==> src/design/pfe_pkg.sv <==
// Types and constants of the protocol-buffer field extractor.
`default_nettype none

package pfe_pkg;

  // Stream and configuration widths
  localparam int IN_DATA_W  = 8;
  localparam int OUT_DATA_W = 72;
  localparam int KIND_W     = 2;
  localparam int STATUS_W   = 2;
  localparam int CFG_IDX_W  = 1;
  localparam int CFG_DATA_W = 8;

  // Configuration register indexes
  localparam logic [CFG_IDX_W-1:0] CFG_NAME_LIMIT = 1'd0;
  localparam logic [CFG_IDX_W-1:0] CFG_TEXT_LIMIT = 1'd1;

  // Result kinds
  localparam logic [KIND_W-1:0] KIND_NAME = 2'd0;
  localparam logic [KIND_W-1:0] KIND_TEXT = 2'd1;
  localparam logic [KIND_W-1:0] KIND_END  = 2'd2;

  // End-record status codes
  localparam logic [STATUS_W-1:0] STATUS_OK       = 2'd0;
  localparam logic [STATUS_W-1:0] STATUS_BAD_WIRE = 2'd1;
  localparam logic [STATUS_W-1:0] STATUS_MID      = 2'd2;

  // Wire types
  localparam logic [2:0] WIRE_VARINT = 3'd0;
  localparam logic [2:0] WIRE_FIX64  = 3'd1;
  localparam logic [2:0] WIRE_LEN    = 3'd2;
  localparam logic [2:0] WIRE_FIX32  = 3'd5;

  // Field numbers
  localparam logic [31:0] FIELD_SUB_NAME = 32'd1;
  localparam logic [31:0] FIELD_TIME     = 32'd2;
  localparam logic [31:0] FIELD_SUBMSG   = 32'd3;
  localparam logic [31:0] FIELD_TEXT     = 32'd5;

  // What a pending length prefix belongs to
  localparam logic [1:0] LEN_SKIP   = 2'd0;
  localparam logic [1:0] LEN_NESTED = 2'd1;
  localparam logic [1:0] LEN_TEXT   = 2'd2;
  localparam logic [1:0] LEN_NAME   = 2'd3;

  // Varint group count saturates here (shift of 70 bits)
  localparam logic [3:0] VAR_GROUPS_MAX = 4'd10;

  // One result item
  typedef struct packed {
    logic [KIND_W-1:0]   kind;
    logic [63:0]         value;
    logic                first_byte;
    logic [STATUS_W-1:0] status;
    logic                run_last;
  } pfe_result_t;

endpackage

`default_nettype wire

==> src/design/protobuf_field_extractor.sv <==
// Top level of the streaming protocol-buffer field extractor.
// Usage:
//   The slave stream carries one message byte per transfer in s_tdata_i[7:0],
//   with s_tlast_i high on the final byte of a message. The master stream
//   carries result items: m_tuser_o is the kind (short-name byte, text byte,
//   end record), m_tdata_o holds value, first_byte and status, and m_tlast_o
//   marks the last result caused by one input byte.
//   The configuration port writes name_limit (index 0) and text_limit
//   (index 1); the user writes them only while the block is idle, which the block does not enforce.
// Timing:
//   Each accepted byte is decoded in the cycle of its transfer; its results
//   enter a registered four-entry result queue and reach the master side
//   behind waiting results. One byte is accepted per cycle while s_tready_o
//   is high. A byte that yields two results (string byte plus end record)
//   takes two master-side transfers. s_tready_o is high while at most two
//   results wait. With the receiver stalled, input stops once three or more wait.
// Reset:
//   Parse state clears to "expect a top-level key"; limits return to 31 and
//   255; the result queue empties. After each end record the parse state
//   returns to its reset values, the limits are kept.
`default_nettype none

module protobuf_field_extractor #(
  parameter int LEN_BITS = 32,
  parameter int MAX_STR  = 255
) (
  input  wire logic                             clk_i,
  input  wire logic                             rst_ni,
  input  wire logic                             s_tvalid_i,
  output logic                                  s_tready_o,
  input  wire logic [pfe_pkg::IN_DATA_W-1:0]    s_tdata_i,   // [7:0] byte_value
  input  wire logic                             s_tlast_i,   // last_byte
  output logic                                  m_tvalid_o,
  input  wire logic                             m_tready_i,
  output logic [pfe_pkg::OUT_DATA_W-1:0]        m_tdata_o,   // [63:0] value, [64] first_byte,
                                                             // [66:65] status, rest zero
  output logic [pfe_pkg::KIND_W-1:0]            m_tuser_o,   // [1:0] kind
  output logic                                  m_tlast_o,   // run_last
  input  wire logic                             cfg_we_i,
  input  wire logic [pfe_pkg::CFG_IDX_W-1:0]    cfg_index_i,
  input  wire logic [pfe_pkg::CFG_DATA_W-1:0]   cfg_data_i
);
  import pfe_pkg::*;

  localparam int CNT_W = $clog2(MAX_STR + 1);
  localparam logic [63:0] LEN_MASK = (64'd1 << LEN_BITS) - 64'd1;
  localparam logic [7:0]  MAX_STR_C = 8'(MAX_STR);

  // Parse modes
  localparam logic [3:0] M_KEY       = 4'd0;
  localparam logic [3:0] M_TIME      = 4'd1;
  localparam logic [3:0] M_SKIPVAR   = 4'd2;
  localparam logic [3:0] M_LEN       = 4'd3;
  localparam logic [3:0] M_SKIPBYTES = 4'd4;
  localparam logic [3:0] M_NAME      = 4'd5;
  localparam logic [3:0] M_TEXT      = 4'd6;
  localparam logic [3:0] M_SKIPREST  = 4'd7;
  localparam logic [3:0] M_HALT      = 4'd8;

  // Configuration registers
  logic [7:0] name_limit_q, text_limit_q;

  always_ff @(posedge clk_i or negedge rst_ni) begin
    if (!rst_ni) begin
      name_limit_q <= 8'd31;
      text_limit_q <= 8'd255;
    end else if (cfg_we_i) begin
      if (cfg_index_i == CFG_NAME_LIMIT) begin
        name_limit_q <= cfg_data_i;
      end
      if (cfg_index_i == CFG_TEXT_LIMIT) begin
        text_limit_q <= cfg_data_i;
      end
    end
  end

  // Parse state
  logic [3:0]          mode_q, mode_d;
  logic [63:0]         acc_q, acc_d;
  logic [3:0]          groups_q, groups_d;
  logic [1:0]          len_kind_q, len_kind_d;
  logic [LEN_BITS-1:0] bytes_left_q, bytes_left_d;
  logic [LEN_BITS-1:0] nested_left_q, nested_left_d;
  logic                nested_q, nested_d;
  logic [63:0]         time_q, time_d;
  logic [CNT_W-1:0]    copied_q, copied_d;
  logic                halted_q, halted_d;

  logic                in_xfer;
  logic [7:0]          in_byte;
  logic [63:0]         acc_take;
  logic [3:0]          groups_take;
  logic                var_done;
  logic [31:0]         key_field;
  logic [2:0]          key_wire;
  logic [LEN_BITS-1:0] len_sat;
  logic [7:0]          lim;
  logic                is_name;
  logic [LEN_BITS-1:0] bytes_dec;
  pfe_result_t         res0, res1;
  logic                res0_v, res1_v;

  assign in_xfer = s_tvalid_i && s_tready_o;
  assign in_byte = s_tdata_i[7:0];

  // Varint byte intake: payload bits past bit 63 are dropped
  always_comb begin
    acc_take = acc_q;
    if (groups_q < 4'd10) begin
      acc_take = acc_q | (64'(in_byte[6:0]) << (7'(groups_q) * 7'd7));
    end
    var_done    = !in_byte[7];
    groups_take = groups_q;
    if (in_byte[7] && groups_q < VAR_GROUPS_MAX) begin
      groups_take = groups_q + 4'd1;
    end
  end

  assign key_field = acc_take[34:3];
  assign key_wire  = acc_take[2:0];
  assign len_sat   = (acc_take > LEN_MASK) ? LEN_MASK[LEN_BITS-1:0]
                                           : acc_take[LEN_BITS-1:0];
  assign is_name   = (mode_q == M_NAME);
  assign bytes_dec = (bytes_left_q != '0) ? bytes_left_q - 1'b1 : bytes_left_q;

  always_comb begin
    if (is_name) begin
      lim = (name_limit_q > MAX_STR_C) ? MAX_STR_C : name_limit_q;
    end else begin
      lim = (text_limit_q > MAX_STR_C) ? MAX_STR_C : text_limit_q;
    end
  end

  // Next parse state and results for one byte
  always_comb begin
    mode_d        = mode_q;
    acc_d         = acc_q;
    groups_d      = groups_q;
    len_kind_d    = len_kind_q;
    bytes_left_d  = bytes_left_q;
    nested_left_d = nested_left_q;
    nested_d      = nested_q;
    time_d        = time_q;
    copied_d      = copied_q;
    halted_d      = halted_q;
    res0_v        = 1'b0;
    res1_v        = 1'b0;
    res0          = '0;
    res1          = '0;

    // submessage byte budget
    if (mode_q != M_HALT && nested_q && nested_left_q != '0) begin
      nested_left_d = nested_left_q - 1'b1;
    end

    case (mode_q)
      M_KEY: begin
        acc_d    = acc_take;
        groups_d = groups_take;
        if (var_done) begin
          acc_d    = '0;
          groups_d = '0;
          if (nested_q && key_field == FIELD_SUB_NAME && key_wire == WIRE_LEN) begin
            mode_d     = M_LEN;
            len_kind_d = LEN_NAME;
          end else if (!nested_q && key_field == FIELD_TIME && key_wire == WIRE_VARINT) begin
            mode_d = M_TIME;
          end else if (!nested_q && key_field == FIELD_SUBMSG && key_wire == WIRE_LEN) begin
            mode_d     = M_LEN;
            len_kind_d = LEN_NESTED;
          end else if (!nested_q && key_field == FIELD_TEXT && key_wire == WIRE_LEN) begin
            mode_d     = M_LEN;
            len_kind_d = LEN_TEXT;
          end else begin
            // skip by wire type
            case (key_wire)
              WIRE_VARINT: mode_d = M_SKIPVAR;
              WIRE_LEN: begin
                mode_d     = M_LEN;
                len_kind_d = LEN_SKIP;
              end
              WIRE_FIX64: begin
                mode_d       = M_SKIPBYTES;
                bytes_left_d = LEN_BITS'(8);
              end
              WIRE_FIX32: begin
                mode_d       = M_SKIPBYTES;
                bytes_left_d = LEN_BITS'(4);
              end
              default: begin
                mode_d   = M_HALT;
                halted_d = 1'b1;
              end
            endcase
          end
        end
      end
      M_TIME: begin
        acc_d    = acc_take;
        groups_d = groups_take;
        if (var_done) begin
          time_d   = acc_take;
          acc_d    = '0;
          groups_d = '0;
          mode_d   = M_KEY;
        end
      end
      M_SKIPVAR: begin
        acc_d    = acc_take;
        groups_d = groups_take;
        if (var_done) begin
          acc_d    = '0;
          groups_d = '0;
          mode_d   = M_KEY;
        end
      end
      M_LEN: begin
        acc_d    = acc_take;
        groups_d = groups_take;
        if (var_done) begin
          acc_d    = '0;
          groups_d = '0;
          case (len_kind_q)
            LEN_NESTED: begin
              nested_d      = 1'b1;
              nested_left_d = len_sat;
              mode_d        = M_KEY;
            end
            LEN_TEXT: begin
              bytes_left_d = len_sat;
              copied_d     = '0;
              mode_d       = (len_sat != '0) ? M_TEXT : M_KEY;
            end
            LEN_NAME: begin
              bytes_left_d = len_sat;
              copied_d     = '0;
              mode_d       = (len_sat != '0) ? M_NAME : M_SKIPREST;
            end
            default: begin
              bytes_left_d = len_sat;
              mode_d       = (len_sat != '0) ? M_SKIPBYTES : M_KEY;
            end
          endcase
        end
      end
      M_SKIPBYTES: begin
        bytes_left_d = bytes_dec;
        if (bytes_dec == '0) begin
          mode_d = M_KEY;
        end
      end
      M_NAME, M_TEXT: begin
        if (8'(copied_q) < lim) begin
          res0_v          = 1'b1;
          res0.kind       = is_name ? KIND_NAME : KIND_TEXT;
          res0.value      = 64'(in_byte);
          res0.first_byte = (copied_q == '0);
          copied_d        = copied_q + 1'b1;
        end
        bytes_left_d = bytes_dec;
        if (bytes_dec == '0) begin
          mode_d = is_name ? M_SKIPREST : M_KEY;
        end
      end
      M_SKIPREST, M_HALT: begin
        mode_d = mode_q;
      end
      default: mode_d = M_HALT;
    endcase

    // submessage end cuts off any open field
    if (mode_d != M_HALT && nested_d && nested_left_d == '0) begin
      nested_d     = 1'b0;
      bytes_left_d = '0;
      acc_d        = '0;
      groups_d     = '0;
      mode_d       = M_KEY;
    end

    // end record and restart for the next message
    if (s_tlast_i) begin
      res1_v     = 1'b1;
      res1.kind  = KIND_END;
      res1.value = time_d;
      if (halted_d) begin
        res1.status = STATUS_BAD_WIRE;
      end else if (mode_d != M_KEY || nested_d || groups_d != '0) begin
        res1.status = STATUS_MID;
      end else begin
        res1.status = STATUS_OK;
      end
      mode_d        = M_KEY;
      acc_d         = '0;
      groups_d      = '0;
      len_kind_d    = LEN_SKIP;
      bytes_left_d  = '0;
      nested_left_d = '0;
      nested_d      = 1'b0;
      time_d        = '0;
      copied_d      = '0;
      halted_d      = 1'b0;
    end

    res0.run_last = !res1_v;
    res1.run_last = 1'b1;
  end

  always_ff @(posedge clk_i or negedge rst_ni) begin
    if (!rst_ni) begin
      mode_q        <= M_KEY;
      acc_q         <= '0;
      groups_q      <= '0;
      len_kind_q    <= LEN_SKIP;
      bytes_left_q  <= '0;
      nested_left_q <= '0;
      nested_q      <= 1'b0;
      time_q        <= '0;
      copied_q      <= '0;
      halted_q      <= 1'b0;
    end else if (in_xfer) begin
      mode_q        <= mode_d;
      acc_q         <= acc_d;
      groups_q      <= groups_d;
      len_kind_q    <= len_kind_d;
      bytes_left_q  <= bytes_left_d;
      nested_left_q <= nested_left_d;
      nested_q      <= nested_d;
      time_q        <= time_d;
      copied_q      <= copied_d;
      halted_q      <= halted_d;
    end
  end

  // Result queue: four entries, up to two pushed per transfer
  pfe_result_t fifo_q [4];
  logic [1:0]  wr_ptr_q, rd_ptr_q;
  logic [2:0]  count_q;
  logic        pop;
  logic [1:0]  push_n;
  pfe_result_t push_first;

  assign s_tready_o = (count_q <= 3'd2);
  assign m_tvalid_o = (count_q != 3'd0);
  assign pop        = m_tvalid_o && m_tready_i;
  assign push_n     = in_xfer ? (2'(res0_v) + 2'(res1_v)) : 2'd0;
  assign push_first = res0_v ? res0 : res1;

  always_ff @(posedge clk_i) begin
    if (push_n != 2'd0) begin
      fifo_q[wr_ptr_q] <= push_first;
    end
    if (push_n == 2'd2) begin
      fifo_q[wr_ptr_q + 2'd1] <= res1;
    end
  end

  always_ff @(posedge clk_i or negedge rst_ni) begin
    if (!rst_ni) begin
      wr_ptr_q <= '0;
      rd_ptr_q <= '0;
      count_q  <= '0;
    end else begin
      wr_ptr_q <= wr_ptr_q + push_n;
      if (pop) begin
        rd_ptr_q <= rd_ptr_q + 2'd1;
      end
      count_q <= count_q + 3'(push_n) - 3'(pop);
    end
  end

  // Master-side packing
  assign m_tuser_o = fifo_q[rd_ptr_q].kind;
  assign m_tlast_o = fifo_q[rd_ptr_q].run_last;
  assign m_tdata_o = {5'd0, fifo_q[rd_ptr_q].status, fifo_q[rd_ptr_q].first_byte,
                      fifo_q[rd_ptr_q].value};

endmodule

`default_nettype wire

==> config.mk <==
export PLATFORM = sky130hd
export DESIGN_NAME = protobuf_field_extractor
export DESIGN_NICKNAME = d
export VERILOG_FILES = /design/src/design/pfe_pkg.sv /design/src/design/protobuf_field_extractor.sv
export SDC_FILE = /design/constraint.sdc
export NUM_CORES = 1
export LEC_CHECK = 0
export ABC_CLOCK_PERIOD_IN_PS = 8100
export BUFFER_PORTS_ARGS = -buffer_cell sky130_fd_sc_hd__buf_2
export CORE_UTILIZATION = 50
export CTS_CLUSTER_SIZE = 24
export DETAILED_ROUTE_END_ITERATION = 10
export HOLD_SLACK_MARGIN = 0.02
export PLACE_DENSITY_LB_ADDON = 0.25
export SLEW_MARGIN = 5
export SYNTH_ARGS = -nofsm -noshare
export SYNTH_HDL_FRONTEND = slang
export SYNTH_SLANG_ARGS = --single-unit
==> constraint.sdc <==
create_clock -name clk_i -period 8.1 [get_ports clk_i]
set_input_delay 1.62 -clock clk_i [delete_from_list [all_inputs] [get_ports clk_i]]
set_output_delay 1.62 -clock clk_i [all_outputs]
set_load 0.01 [all_outputs]
Yosys cells after proc, flatten, opt, wreduce, memory -nomap -nowiden:

Memories as Yosys holds them, arrays and structs flattened.
Index checks and enable logic that the tools add are counted.

* register bits: 235
* bits in writable memories: 280
* logic and storage cells: 214
* memories: 1
* output and inout bits: 77
* bits of input ports: 23

Memory list
* fifo_q: depth 4, bits a word 70, read ports 1, clocked after Yosys merged registers in 0, write ports 2, line protobuf_field_extractor.sv:335 `pfe_result_t fifo_q [4];`

* multiply operators: 1
* equality and inequality tests: 34
* bitwise gates (word level): 2
* muxes and demuxes: 94
* reduce and logical (&&, ||, !) cells: 50
* shifts and indexed selects: 1
* order comparisons: 6
* add/sub/neg operators: 10

Operators with widths (count)
* 32-bit 2-to-1 mux: 16
* 64-bit 2-to-1 mux: 8
* 66-bit 2-to-1 mux: 3
* 32-bit one-hot mux with 3 select lines: 1
* 32-bit nonzero test: 3
* 70-bit 2-to-1 mux: 1
* 32-bit by 2-bit equality test with 1-bit output, second input constant: 2
* 64-bit by 32-bit > comparator with 1-bit output, second input constant: 1
* 32-bit zero test: 2
* 4-bit 2-to-1 mux: 16
* 64-bit bitwise OR: 1
* 32-bit one-hot mux with 2 select lines: 1
* 7-bit by 7-bit << shifter with 64-bit output: 1
* 32-bit by 1-bit subtractor with 32-bit output, second input constant: 2
* 8-bit 2-to-1 mux: 7
* 4-bit inequality test, second input constant: 9
* 32-bit by 1-bit equality test with 1-bit output, second input constant: 1
* 32-bit by 3-bit equality test with 1-bit output, second input constant: 1
* 2-bit 2-to-1 mux: 13
* 4-bit one-hot mux with 6 select lines: 1
* 1-bit 2-to-1 mux: 21
* 4-bit by 3-bit equality test with 1-bit output, second input constant: 4
* 8-bit > comparator, second input constant: 2
* 8-bit one-hot mux with 2 select lines: 1
* other kinds (42): 80

Logic depth before layout (Yosys ltp):

Gate-level depths: netlist of the first run.

* depth after elaboration: 24
* gate-level depth with buffers: 24
* mapped depth without buffers: 18

Least setup slack after synthesis of the first run:

No wires, ideal clock.

* path kind: register to register
* from: register mode_q[2]
* to: memory fifo_q[3][58] in the netlist's numbering, data pin
* data arrival time: 6.153 ns
* path buffers: 6
* data required time: 7.959 ns
* slack: 1.806 ns
* cell stages (with the launch flop): 25
* clock period less this slack: 6.294 ns
* library setup time: 0.141 ns
* cell sequence: dfrtp_1 -> clkbuf_1 -> nor4bb_1 -> buf_2 -> mux2i_1 -> ha_1 -> o21a_1 -> o21a_1 -> o21ai_0 -> a21oi_1 -> a21o_1 -> a211oi_2 -> clkbuf_1 -> ha_1 -> clkbuf_1 -> nand2b_1 -> nand2_1 -> nand2_1 -> inv_1 -> nand2_1 -> inv_1 -> nand2_1 -> clkbuf_1 -> buf_1 -> nor2_1

RTL lines
* from (decl): line protobuf_field_extractor.sv:78 `logic [3:0] mode_q, mode_d;`
* from (signal assigned): line protobuf_field_extractor.sv:321 `mode_q <= mode_d;`
* to (decl): line protobuf_field_extractor.sv:335

Worst setup path after layout of the first run:

* from: input port s_tdata_i[6] in the netlist's numbering
* to: register acc_q[37]

* longest elaborated chain between the ends: 17
* elaborated cells on any way between the ends: 48
* classes of those cells: order compare (1); eq/ne (8); shift (1); mux (21); bitwise (1); reduce/logical (16)

RTL lines
* from (decl): line protobuf_field_extractor.sv:31 `input wire logic [pfe_pkg::IN_DATA_W-1:0] s_tdata_i,`
* 7-bit by 7-bit << shifter with 64-bit output *: line protobuf_field_extractor.sv:110 `acc_take = acc_q | (64'(in_byte[6:0]) << (7'(groups_q) * 7'd7));`
* 64-bit bitwise OR *: line protobuf_field_extractor.sv:110
* 64-bit 2-to-1 mux *: line protobuf_field_extractor.sv:109 `if (groups_q < 4'd10) begin`
* branches (longest 14 deep; another with 64-bit by 32-bit > comparator with 1-bit output)
* to (signal assigned): line protobuf_field_extractor.sv:311 `acc_q <= '0;`
* to (signal assigned): line protobuf_field_extractor.sv:322 `acc_q <= acc_d;`
* to (decl): line protobuf_field_extractor.sv:79 `logic [63:0] acc_q, acc_d;`

Every way passes the cells marked *. The select of a mux whose other input is x is not followed.
A chain may end at the register's enable or synchronous reset.

==> results of run 1 <==
## report_power, final
part	leakage [nW]	internal, mW	total (mW)	switching [mW]
Combinational	5.17	1.36	3.75	2.39
Sequential	5.69	3.10	3.42	0.325
Clock	0.890	1.48	2.55	1.07
## cells by family (layout without fill, tap and decap cells)
logic type | Yosys count | in the layout
xor+xnor | 39 | 39
flops | 515 | 515
mux | 107 | 107
fa+ha+maj | 19 | 19
other cells | 1 | 5
compound gates | 717 | 717
simple gates | 961 | 961
buf+inv | 236 | 291
## per-layer routing
layer / track usage / up-vias / routed length [µm]
met3: 0.0407 / 185 / 5890
met5: 0 / - / 0
met4: 0.110 / 0 / 2840
met1: 0.386 / 10600 / 31900
met2: 0.467 / 953 / 37700
li1: - / 9614 / -
## flip-flops by register name, summed over array words and instances (netlist names), 3 cells and up
| name | flops |
|---|---|
| acc_q | 64 |
| bytes_left_q | 32 |
| copied_q | 8 |
| count_q | 3 |
| fifo_q | 280 |
| groups_q | 4 |
| mode_q | 4 |
| name_limit_q | 8 |
| nested_left_q | 32 |
| text_limit_q | 8 |
| time_q | 64 |
## placed cells by master, fill, tap and decap left out, types with 27 or more instances in the layout
cell	instances
a31oi_1	37
and3_1	27
nor3_1	46
buf_4	55
nand2_1	300
edfxtp_1	268
o21a_1	59
nand3_1	49
a22o_1	29
dfrtp_1	220
nor4_1	27
inv_1	36
nor2_1	351
o21ai_0	218
nand4_1	28
clkbuf_16	54
a21oi_1	175
buf_2	92
mux4_2	70
o2bb2ai_2	39
## how the worst min path moves through the flow
stage	from	endpoint	slack (ns)	cells past startpoint
after floorplan	fifo_q[3][3]$_SDFFE_PP0P_	fifo_q[3][3]$_SDFFE_PP0P_	0.42	2
after global placement	fifo_q[3][3]$_SDFFE_PP0P_	fifo_q[3][3]$_SDFFE_PP0P_	0.43	2
after detailed placement	fifo_q[1][3]$_SDFFE_PP0P_	fifo_q[1][3]$_SDFFE_PP0P_	0.45	2
after CTS	fifo_q[3][3]$_SDFFE_PP0P_	fifo_q[3][3]$_SDFFE_PP0P_	0.46	2
after global routing	fifo_q[2][0]$_SDFFE_PP1P_	fifo_q[2][0]$_SDFFE_PP1P_	0.48	1
final	fifo_q[1][3]$_SDFFE_PP0P_	fifo_q[1][3]$_SDFFE_PP0P_	0.46	2
## final cells by class
cell class,instances,area (µm²),share of cell area
multi-input cells,1848,11900,0.399
flip-flops and latches,515,14200,0.475
clock inverters,26,293,0.00980
clock buffers,75,1520,0.0509
well taps,688,861,0.0288
inverters,39,146,0.00490
repair buffers,151,948,0.0317
## stage by stage
stage	hold slack, ns	utilization	area [µm²]	setup WS [ns]
6_report	0.462	0.564	29900	2.02
5_1_grt	0.479	0.564	29900	1.78
4_1_cts	0.460	0.564	29900	2.18
3_5_place_dp	0.446	0.530	28100	1.52
3_3_place_gp	0.433	0.530	28100	1.64
2_1_floorplan	0.420	-	27000	1.81
## worst max-delay path, cell delays in order
cell       delay [ns]
buf_2            0.26
or3_1            0.48
a2111oi_2        0.59
nand4_1          0.40
nor4_4           0.34
buf_4            0.35
nand2_1          0.12
a2111oi_0        0.45
and3_1           0.21
o2111a_1         0.28
a21oi_4          0.25
a21oi_2          0.92
o21ba_2          0.27
## synthesized netlist by cell type (8+ instances only)
| cell | n | share of area |
|---|---|---|
| nor2_1 | 352 | 0.049 |
| nand2_1 | 305 | 0.042 |
| edfxtp_1 | 268 | 0.30 |
| dfrtp_1 | 222 | 0.21 |
| o21ai_0 | 218 | 0.040 |
| a21oi_1 | 175 | 0.032 |
| clkbuf_1 | 148 | 0.021 |
| mux4_2 | 70 | 0.058 |
| o21a_1 | 60 | 0.017 |
| nand3_1 | 50 | 0.0093 |
| nor3_1 | 47 | 0.0087 |
| inv_1 | 39 | 0.0054 |
| o2bb2ai_2 | 39 | 0.022 |
| a31oi_1 | 37 | 0.0086 |
| a22o_1 | 29 | 0.0094 |
| nand4_1 | 28 | 0.0065 |
| and3_1 | 27 | 0.0063 |
| nor4_1 | 27 | 0.0063 |
| o22ai_1 | 22 | 0.0051 |
| mux2i_1 | 21 | 0.0078 |
| xnor2_1 | 21 | 0.0068 |
| and2_1 | 18 | 0.0042 |
| ha_1 | 18 | 0.0083 |
| or3_1 | 18 | 0.0042 |
| xor2_1 | 18 | 0.0058 |
| buf_2 | 17 | 0.0032 |
| mux2_2 | 16 | 0.0067 |
| or4_1 | 16 | 0.0045 |
| buf_1 | 15 | 0.0021 |
| o2bb2ai_1 | 14 | 0.0045 |
| dfstp_2 | 13 | 0.013 |
| o21ba_2 | 13 | 0.0048 |
| dfxtp_1 | 12 | 0.0089 |
| nand2b_1 | 12 | 0.0028 |
| buf_4 | 11 | 0.0031 |
| a21o_1 | 10 | 0.0028 |
| nor2b_1 | 10 | 0.0023 |
| o31ai_1 | 10 | 0.0028 |
| and4_1 | 9 | 0.0029 |
| or2_2 | 9 | 0.0021 |
| nor4b_1 | 8 | 0.0026 |
| o22a_1 | 8 | 0.0026 |
==> flow_summary.yaml, run 1 <==
run_status:
  status: "complete, no violations"
sta:
  rsz0062_at_grt: "no"
  finalClockSkew_ns: 0.0302
  final-hold-violation-count: 0
  setup_violations: 0
  fmax_ghz: 0.164
  fin_crit_sh: 0.751
  max-slew-margin-rel: 0.167
  tns_ns: 0
  drv_slew: 0
  worst_pin_slew_ns: 1.24
  finalCriticalPeriod_ns: 6.08
routing:
  vias_per_cell: 6.39
  ant_nets: 0
  num_vias: 21400
  routedWlPerCell_um: 23.4
  dr.pass1.iters: 6
  drt_iter0_drc: 2075
  drc: 0
  routed_wirelength_um: 78400
synthesis:
  syn-cell-area_um2: 27000
  netlist_instances: 2595
  synthSimpleGateAreaFrac: 0.164
  ys_seq_elements: 515
  synth-edff-count: 268
  ys_seq_area_frac: 0.526
  synth_mux_area_frac: 0.0729
  yosys.area_share.xor_xnor: 0.0127
  synthDistinctLibCells: 91
  synth_top_family_by_area: "compound AO/OA/AOI/OAI gates"
  synth-compound-area-share: 0.179
  ys_warn_count: 0
  ys.flop_type: "edfxtp_1"
  synthAdderAreaFrac: 0.00909
  async_reset_ff_frac: 0.456
  avgSynthCellArea_um2: 10.4
global_routing:
  grt_pass1_wl_um: 121000
  grt_max_degree: 162
  grt_use_total: 0.286
  gr-total-overflow: 0
  antenna_found_initial: 0
  grt_pass1_vias: 21100
place:
  port_buffers: 94
  dp_cells: 3241
  gp_congestion: 0.953
  hpwl_um: 50500
setup_path:
  endpoint_kind: "register"
  arrival_ns: 6.58
  critPathMaxFanout: 28
  worstReg2RegStart: "nested_left_q[0]$_DFFE_PN0P_"
  startpoint_type: "primary input"
  worstPathRequired_ns: 8.60
  cp-endpoint: "acc_q[37]$_DFFE_PN0P_"
  crit_start: "s_tdata_i[6]"
  r2r_end: "acc_q[37]$_DFFE_PN0P_"
  r2r_slack_ns: 2.48
  r2r_cells: 13
  worstSetupPathType: "in -> reg"
clock_network:
  postCtsSetupBuffers: 0
  cts_hold_buf: 0
  cts_resized: 0
  worstSkewPairLatency_ns: 0.62
  cts_tree: "done"
  cts.sinks: 515
  htreeDepth: 2
  clk_pin_slew_worst_paths_ns: 0.06
  root_buffer: "clkbuf_16"
  cts_made_buffers: 54
  cts_buffer_depth: 3
final_layout:
  drive_gt1_frac: 0.164
  diodes: 0
  fillers: 4505
  final_cells: 3342
  syn_to_final_growth_pct: 10.7
  fin_nets: 2651
floorplan:
  row_count: 84
  core_um2: 53000
  die_x_um: 234
  fp.dieH_um: 234
  die_area_um2: 54900
  initial_core_util: 0.509
  ios: 100
power:
  peakVddDrop_uv: 263
  power_mw: 9.72
  powerDensity_nw_per_um2: 325
  p_leak_nw: 11.8
run:
  maxCapViolations: 0
hold_path:
  hold_class: "reg -> reg"
No activity file was read; power rests on OpenSTA's default activity.
==> inputs of run 2 (changes only) <==
Settings changed: ABC_AREA from default to 1, ABC_CLOCK_PERIOD_IN_PS 8100 to 5000.
Clock period 8.1 ns to 5 ns, I/O delays scaled along.
==> flow_summary.yaml, run 2 <==
run_status:
  status: "complete, no violations"
clock_network:
  htreeDepth: 2
  cts_made_buffers: 54
  root_buffer: "clkbuf_16"
  cts_hold_buf: 0
  worstSkewPairLatency_ns: 0.63
  cts_buffer_depth: 3
  cts.sinks: 515
  clk_pin_slew_worst_paths_ns: 0.06
  cts_tree: "done"
place:
  pre_cts_slack_ns: 0.148
  hpwl_um: 54500
  port_buffers: 94
  gp_congestion: 0.953
final_layout:
  drive_gt1_frac: 0.132
  diodes: 0
  multi_input_area_um2: 12300
  fillers: 5093
  final_common_cell: "nor2_1"
  register_area_um2: 14200
  syn_to_final_growth_pct: 11.8
  top_regs: "fifo_q: 280 flops, acc_q: 64 flops, time_q: 64 flops"
  largest_reg_flops: 280
  final_cell_mix: "737 x nor2_1, 659 x nand2_1, 344 x o21ai_0"
  largest-register: "fifo_q"
  fin_nets: 3570
sta:
  final-hold-violation-count: 0
  max-slew-margin-rel: 0.250
  drv_slew: 0
  tns_ns: 0
  setup_violations: 0
  finalCriticalPeriod_ns: 4.71
  worst_pin_slew_ns: 1.13
  fmax_ghz: 0.212
  worst_slack_ns: 0.291
  fin_crit_sh: 0.942
  finalClockSkew_ns: 0.0206
  rsz0062_at_grt: "no"
floorplan:
  row_count: 86
  initial_core_util: 0.508
  die_area_um2: 57300
  ios: 100
  core_um2: 55400
  die_x_um: 239
  fp.dieH_um: 239
synthesis:
  ys_warn_count: 0
  synth_top_area_frac: 0.286
  ys.flop_type: "edfxtp_1"
  avgSynthCellArea_um2: 8.07
  ys_top_cells_by_area: "edfxtp_1 29%, dfrtp_1 20%, nor2_1 9.8%, nand2_1 8.9%, o21ai_0 6.1%"
  async_reset_ff_frac: 0.456
  netlist_instances: 3491
  syn-cell-area_um2: 28200
  synthDistinctLibCells: 54
  ys_seq_area_frac: 0.504
  synth-edff-count: 268
  ys_seq_elements: 515
  synth_area_leader_cell: "edfxtp_1"
  synth_commonest_cells: "739 x nor2_1, 666 x nand2_1, 344 x o21ai_0"
  synth_most_common_cell: "nor2_1"
run:
  maxCapViolations: 0
global_routing:
  grt_use_met3: 0.0410
  use_met1: 0.401
  met2_usage: 0.474
  grt_max_degree: 142
  antenna_found_initial: 0
  gr-total-overflow: 0
  grt_use_total: 0.291
  grt_pass1_wl_um: 131000
  busiest_layer: "met2"
  grt_pass1_vias: 23500
power:
  power_frac_seq: 0.239
  clockPowerShare: 0.181
  peakVddDrop_uv: 1850
  p_leak_nw: 13.1
  p_int_mw: 11.7
  powerDensity_nw_per_um2: 741
  switchingPower_mw: 11.7
  p_comb_frac: 0.580
  power_mw: 23.3
  sw_frac_of_total: 0.499
setup_path:
  worstSetupPathType: "reg -> reg"
  cp_cell_sequence: "inv_1, nor2_1, nand2_1, mux2i_1, ha_1, a21oi_1, nor2_1, a211oi_1, nand2_1, nor2_1, ha_1, inv_1, nor2_1, inv_1, nor2_1, inv_1, nor2_1, clkinv_1, nand2_4, buf_12"
  worstPathRequired_ns: 5.26
  cp_top_family: "simple AND/OR/NAND/NOR gates"
  path_common_cell: "nor2_1"
  worst_path_largest_cell_delay_ns: 0.41
  endpoint_kind: "register"
  path_buf_inv: 6
  crit_path_top_delay_cell: "clkinv_1"
  startpoint_type: "register"
  critPathMaxFanout: 69
  arrival_ns: 4.97
routing:
  drc: 0
  dr.pass1.iters: 6
  num_vias: 24800
  routed_wirelength_um: 82900
  vias_per_cell: 5.74
  routedWlPerCell_um: 19.2
  drt_iter0_drc: 2676
  ant_nets: 0
hold_path:
  hold_class: "in -> async"
run 2: changes by cell type after synthesis, sizes merged, moves of 51 or more:
cell / previous run / this run
a21oi: 177 / 75
o21ai: 219 / 419
mux4: 70 / 0
or2: 9 / 69
nor2: 352 / 746
o22ai: 22 / 143
o2bb2ai: 53 / 0
inv: 39 / 212
nand4: 29 / 80
nand3: 52 / 173
nand2: 305 / 670
o21a: 60 / 1
run 2: area by class of cell:
type                       count  area share
clock inverter                34      0.0129
multi-input combinational   2548       0.389
sequential                   515       0.451
clock buffer                  68      0.0459
timing repair buffer         193      0.0456
tap                          748      0.0297
inverter                     216      0.0259
run 2: repair_timing:
action / in CTS / in global routing
resized for setup: 0 / 2
endpoints found under the setup margin: 0 / 87
setup buffers: 0 / 0
hold endpoints to repair: 0 / 0
run 2: cell families (layout without fill, tap and decap cells):
group	count (synthesis)	count (layout)	synth area share
AND/OR/NAND/NOR	1776	1776	0.262
AO/OA/AOI/OAI	702	702	0.146
flip-flops	515	515	0.504
buffers and inverters	432	511	0.0648
XOR/XNOR	38	38	0.0118
adder cells (fa/ha/maj)	19	19	0.00871
multiplexers	8	8	0.00284
other	1	5	0.000133
run 2: worst paths after layout:
check                      depth (start not counted)                 startpoint                            end  slack, ns
max in group asynchronous                          2                     rst_ni         time_q[46]$_DFFE_PN0P_       3.54
min reg2reg                                        2  fifo_q[0][3]$_SDFFE_PP0P_      fifo_q[0][3]$_SDFFE_PP0P_       0.46
min in group clk_i                                 2  fifo_q[0][3]$_SDFFE_PP0P_      fifo_q[0][3]$_SDFFE_PP0P_       0.46
max reg2reg                                       20      mode_q[2]$_DFFE_PN0P_        fifo_q[0][18]$_DFFE_PP_       0.29
max                                               20      mode_q[2]$_DFFE_PN0P_        fifo_q[0][18]$_DFFE_PP_       0.29
min                                                1                     rst_ni  nested_left_q[20]$_DFFE_PN0P_       0.34
run 2: worst register-to-register path, cell delays in order (launching register included):
cell	delay [ns]
dfrtp_1	0.38
inv_1	0.06
nor2_1	0.22
nand2_1	0.34
mux2i_1	0.27
ha_1	0.28
a21oi_1	0.14
nor2_1	0.05
a211oi_1	0.25
nand2_1	0.10
nor2_1	0.14
ha_1	0.21
inv_1	0.05
nor2_1	0.14
inv_1	0.08
nor2_1	0.17
inv_1	0.09
nor2_1	0.24
clkinv_1	0.41
nand2_4	0.23
buf_12	0.37
run 2: layer usage:
layer | up-vias | part of all wire | routed length (µm)
met5 | - | 0 | 0
met3 | 159 | 0.069 | 5680
met4 | 0 | 0.030 | 2490
li1 | 11800 | - | -
met1 | 11900 | 0.43 | 35600
met2 | 928 | 0.47 | 39100
run 2: stage by stage:
step / utilization / hold WS (ns) / instance area [µm²] / cells
detailed placement: 0.535 / 0.446 / 29600 / 4220
floorplan: - / 0.429 / 28200 / 3495
global route: 0.568 / 0.369 / 31500 / 4322
CTS: 0.568 / 0.358 / 31500 / 4322
global placement: 0.535 / 0.443 / 29600 / 4220
finish: 0.568 / 0.336 / 31500 / 4322
run 2: power groups by stage:
stage | clock, mW | sequential (mW) | combinational, mW
after CTS | 4.25 | 5.57 | 13.3
after global routing | 4.43 | 5.66 | 14.9
after floorplan | 0 | 5.51 | 9.33
after global placement | 0 | 5.64 | 13.2
final | 4.22 | 5.59 | 13.5
after detailed placement | 0 | 5.65 | 13.2
==> inputs of run 3 (changes only) <==
Settings changed: PLACE_DENSITY from default to 0.69, PLACE_DENSITY_LB_ADDON 0.25 to default.
==> flow_summary.yaml, run 3 (synthesis results as in run 2) <==
run_status:
  status: "complete, no violations"
clock_network:
  cts_tree: "done"
  root_buffer: "clkbuf_16"
  cts.sinks: 515
  htreeDepth: 2
  clk_pin_slew_worst_paths_ns: 0.06
  cts_buffer_depth: 3
  cts_made_buffers: 56
  worstSkewPairLatency_ns: 0.64
final_layout:
  final_common_cell: "nor2_1"
  syn_to_final_growth_pct: 12.4
  largest_reg_flops: 280
  design_area_um2: 31700
  fin_nets: 3570
  largest-register: "fifo_q"
  final_util: 0.572
  final_cell_mix: "737 x nor2_1, 658 x nand2_1, 344 x o21ai_0"
  drive_gt1_frac: 0.132
  diodes: 0
  top_regs: "fifo_q: 280 flops, acc_q: 64 flops, time_q: 64 flops"
  final_cells: 4323
power:
  p_leak_nw: 13.2
  peakVddDrop_uv: 1380
  power_mw: 23.6
  powerDensity_nw_per_um2: 745
routing:
  drt_iter0_drc: 2458
  num_vias: 24900
  vias_per_cell: 5.77
  routed_wirelength_um: 83900
  routedWlPerCell_um: 19.4
  drc: 0
  ant_nets: 0
  dr.pass1.iters: 6
floorplan:
  fp.dieH_um: 239
  die_area_um2: 57300
  core_um2: 55400
  row_count: 86
  initial_core_util: 0.508
  die_x_um: 239
  ios: 100
setup_path:
  worstPathRequired_ns: 5.49
  worstSetupPathType: "reg -> reg"
  arrival_ns: 5.07
  critPathMaxFanout: 58
  r2r_slack_ns: 0.42
  endpoint_kind: "register"
  startpoint_type: "register"
place:
  port_buffers: 94
  gp_congestion: 0.956
  place_area_um2: 29700
  hpwl_um: 55600
  dp_cells: 4216
  pre_cts_slack_ns: 0.188
sta:
  setup_violations: 0
  fin_crit_sh: 0.917
  worst_slack_ns: 0.415
  holdWs_ns: 0.408
  final-hold-violation-count: 0
  drv_slew: 0
  max-slew-margin-rel: 0.187
  rsz0062_at_grt: "no"
  finalCriticalPeriod_ns: 4.58
  tns_ns: 0
  worst_pin_slew_ns: 1.22
  fmax_ghz: 0.218
  finalClockSkew_ns: 0.0221
global_routing:
  grt_use_total: 0.296
  grt_max_degree: 142
  grt_pass1_wl_um: 132000
  gr-total-overflow: 0
  antenna_found_initial: 1
  grt_pass1_vias: 23800
run:
  maxCapViolations: 0
hold_path:
  hold_class: "in -> async"
run 3: cell types whose count changed in the layout (fill, tap and decap cells not counted), moves of 2 or more:
cell,delta
inv_8,-2
clkbuf_1,+5
buf_12,+5
buf_4,-7
inv_16,-2
clkbuf_16,+4
clkinv_2,-2
clkinv_1,-5
clkinv_16,+2
clkbuf_8,+5
run 3: power by group:
part           switching, mW  internal, mW  total (mW)
logic                   9.46          4.14        13.6
registers              0.450          5.13        5.58
clock network           1.78          2.63        4.41
run 3: final timing paths:
check	startpoint	end	depth (start not counted)
worst max-delay path	mode_q[2]$_DFFE_PN0P_	fifo_q[0][29]$_DFFE_PP_	22
worst min-delay path	rst_ni	nested_left_q[7]$_DFFE_PN0P_	1
worst max register to register	mode_q[2]$_DFFE_PN0P_	fifo_q[0][29]$_DFFE_PP_	22
worst min register to register	fifo_q[3][68]$_SDFFE_PP0P_	fifo_q[3][68]$_SDFFE_PP0P_	2
max in group asynchronous	rst_ni	acc_q[56]$_DFFE_PN0P_	2
min in group clk_i	fifo_q[3][68]$_SDFFE_PP0P_	fifo_q[3][68]$_SDFFE_PP0P_	2
run 3: area by class of cell:
| class | instances | area, µm² |
|---|---|---|
| fill | 5019 | 23700 |
| sequential | 515 | 14200 |
| multi-input combinational | 2548 | 12300 |
| clock buffer | 82 | 1630 |
| timing repair buffer | 191 | 1480 |
| tap | 748 | 936 |
| inverter | 216 | 820 |
| clock inverter | 23 | 347 |
run 3: timing repair:
action | in CTS | in global routing
hold buffers | 0 | 0
gates resized for setup | 0 | 6
endpoints found under the setup margin | 0 | 270
setup buffers | 0 | 2
run 3: per-layer routing:
layer,global-route usage,part of all wire,vias up
li1,-,-,11800
met1,0.400,0.42,11900
met2,0.481,0.47,985
met3,0.0460,0.074,190
met4,0.109,0.034,2
met5,0,0.00020,-
run 3: worst max-delay path, stage by stage (launching register included):
cell	delay, ns
dfrtp_1	0.39
inv_1	0.07
nor2_1	0.26
nand2_2	0.26
mux2i_1	0.18
ha_1	0.31
a21oi_1	0.15
nor2_1	0.06
a211oi_1	0.22
nand2_1	0.08
nor2_1	0.13
ha_1	0.22
inv_1	0.05
nor2_1	0.28
inv_1	0.10
nor2_1	0.17
inv_1	0.09
nor2_1	0.30
clkinvlp_4	0.29
nand2_8	0.26
o21ai_4	0.09
buf_12	0.21
nor2_1	0.15
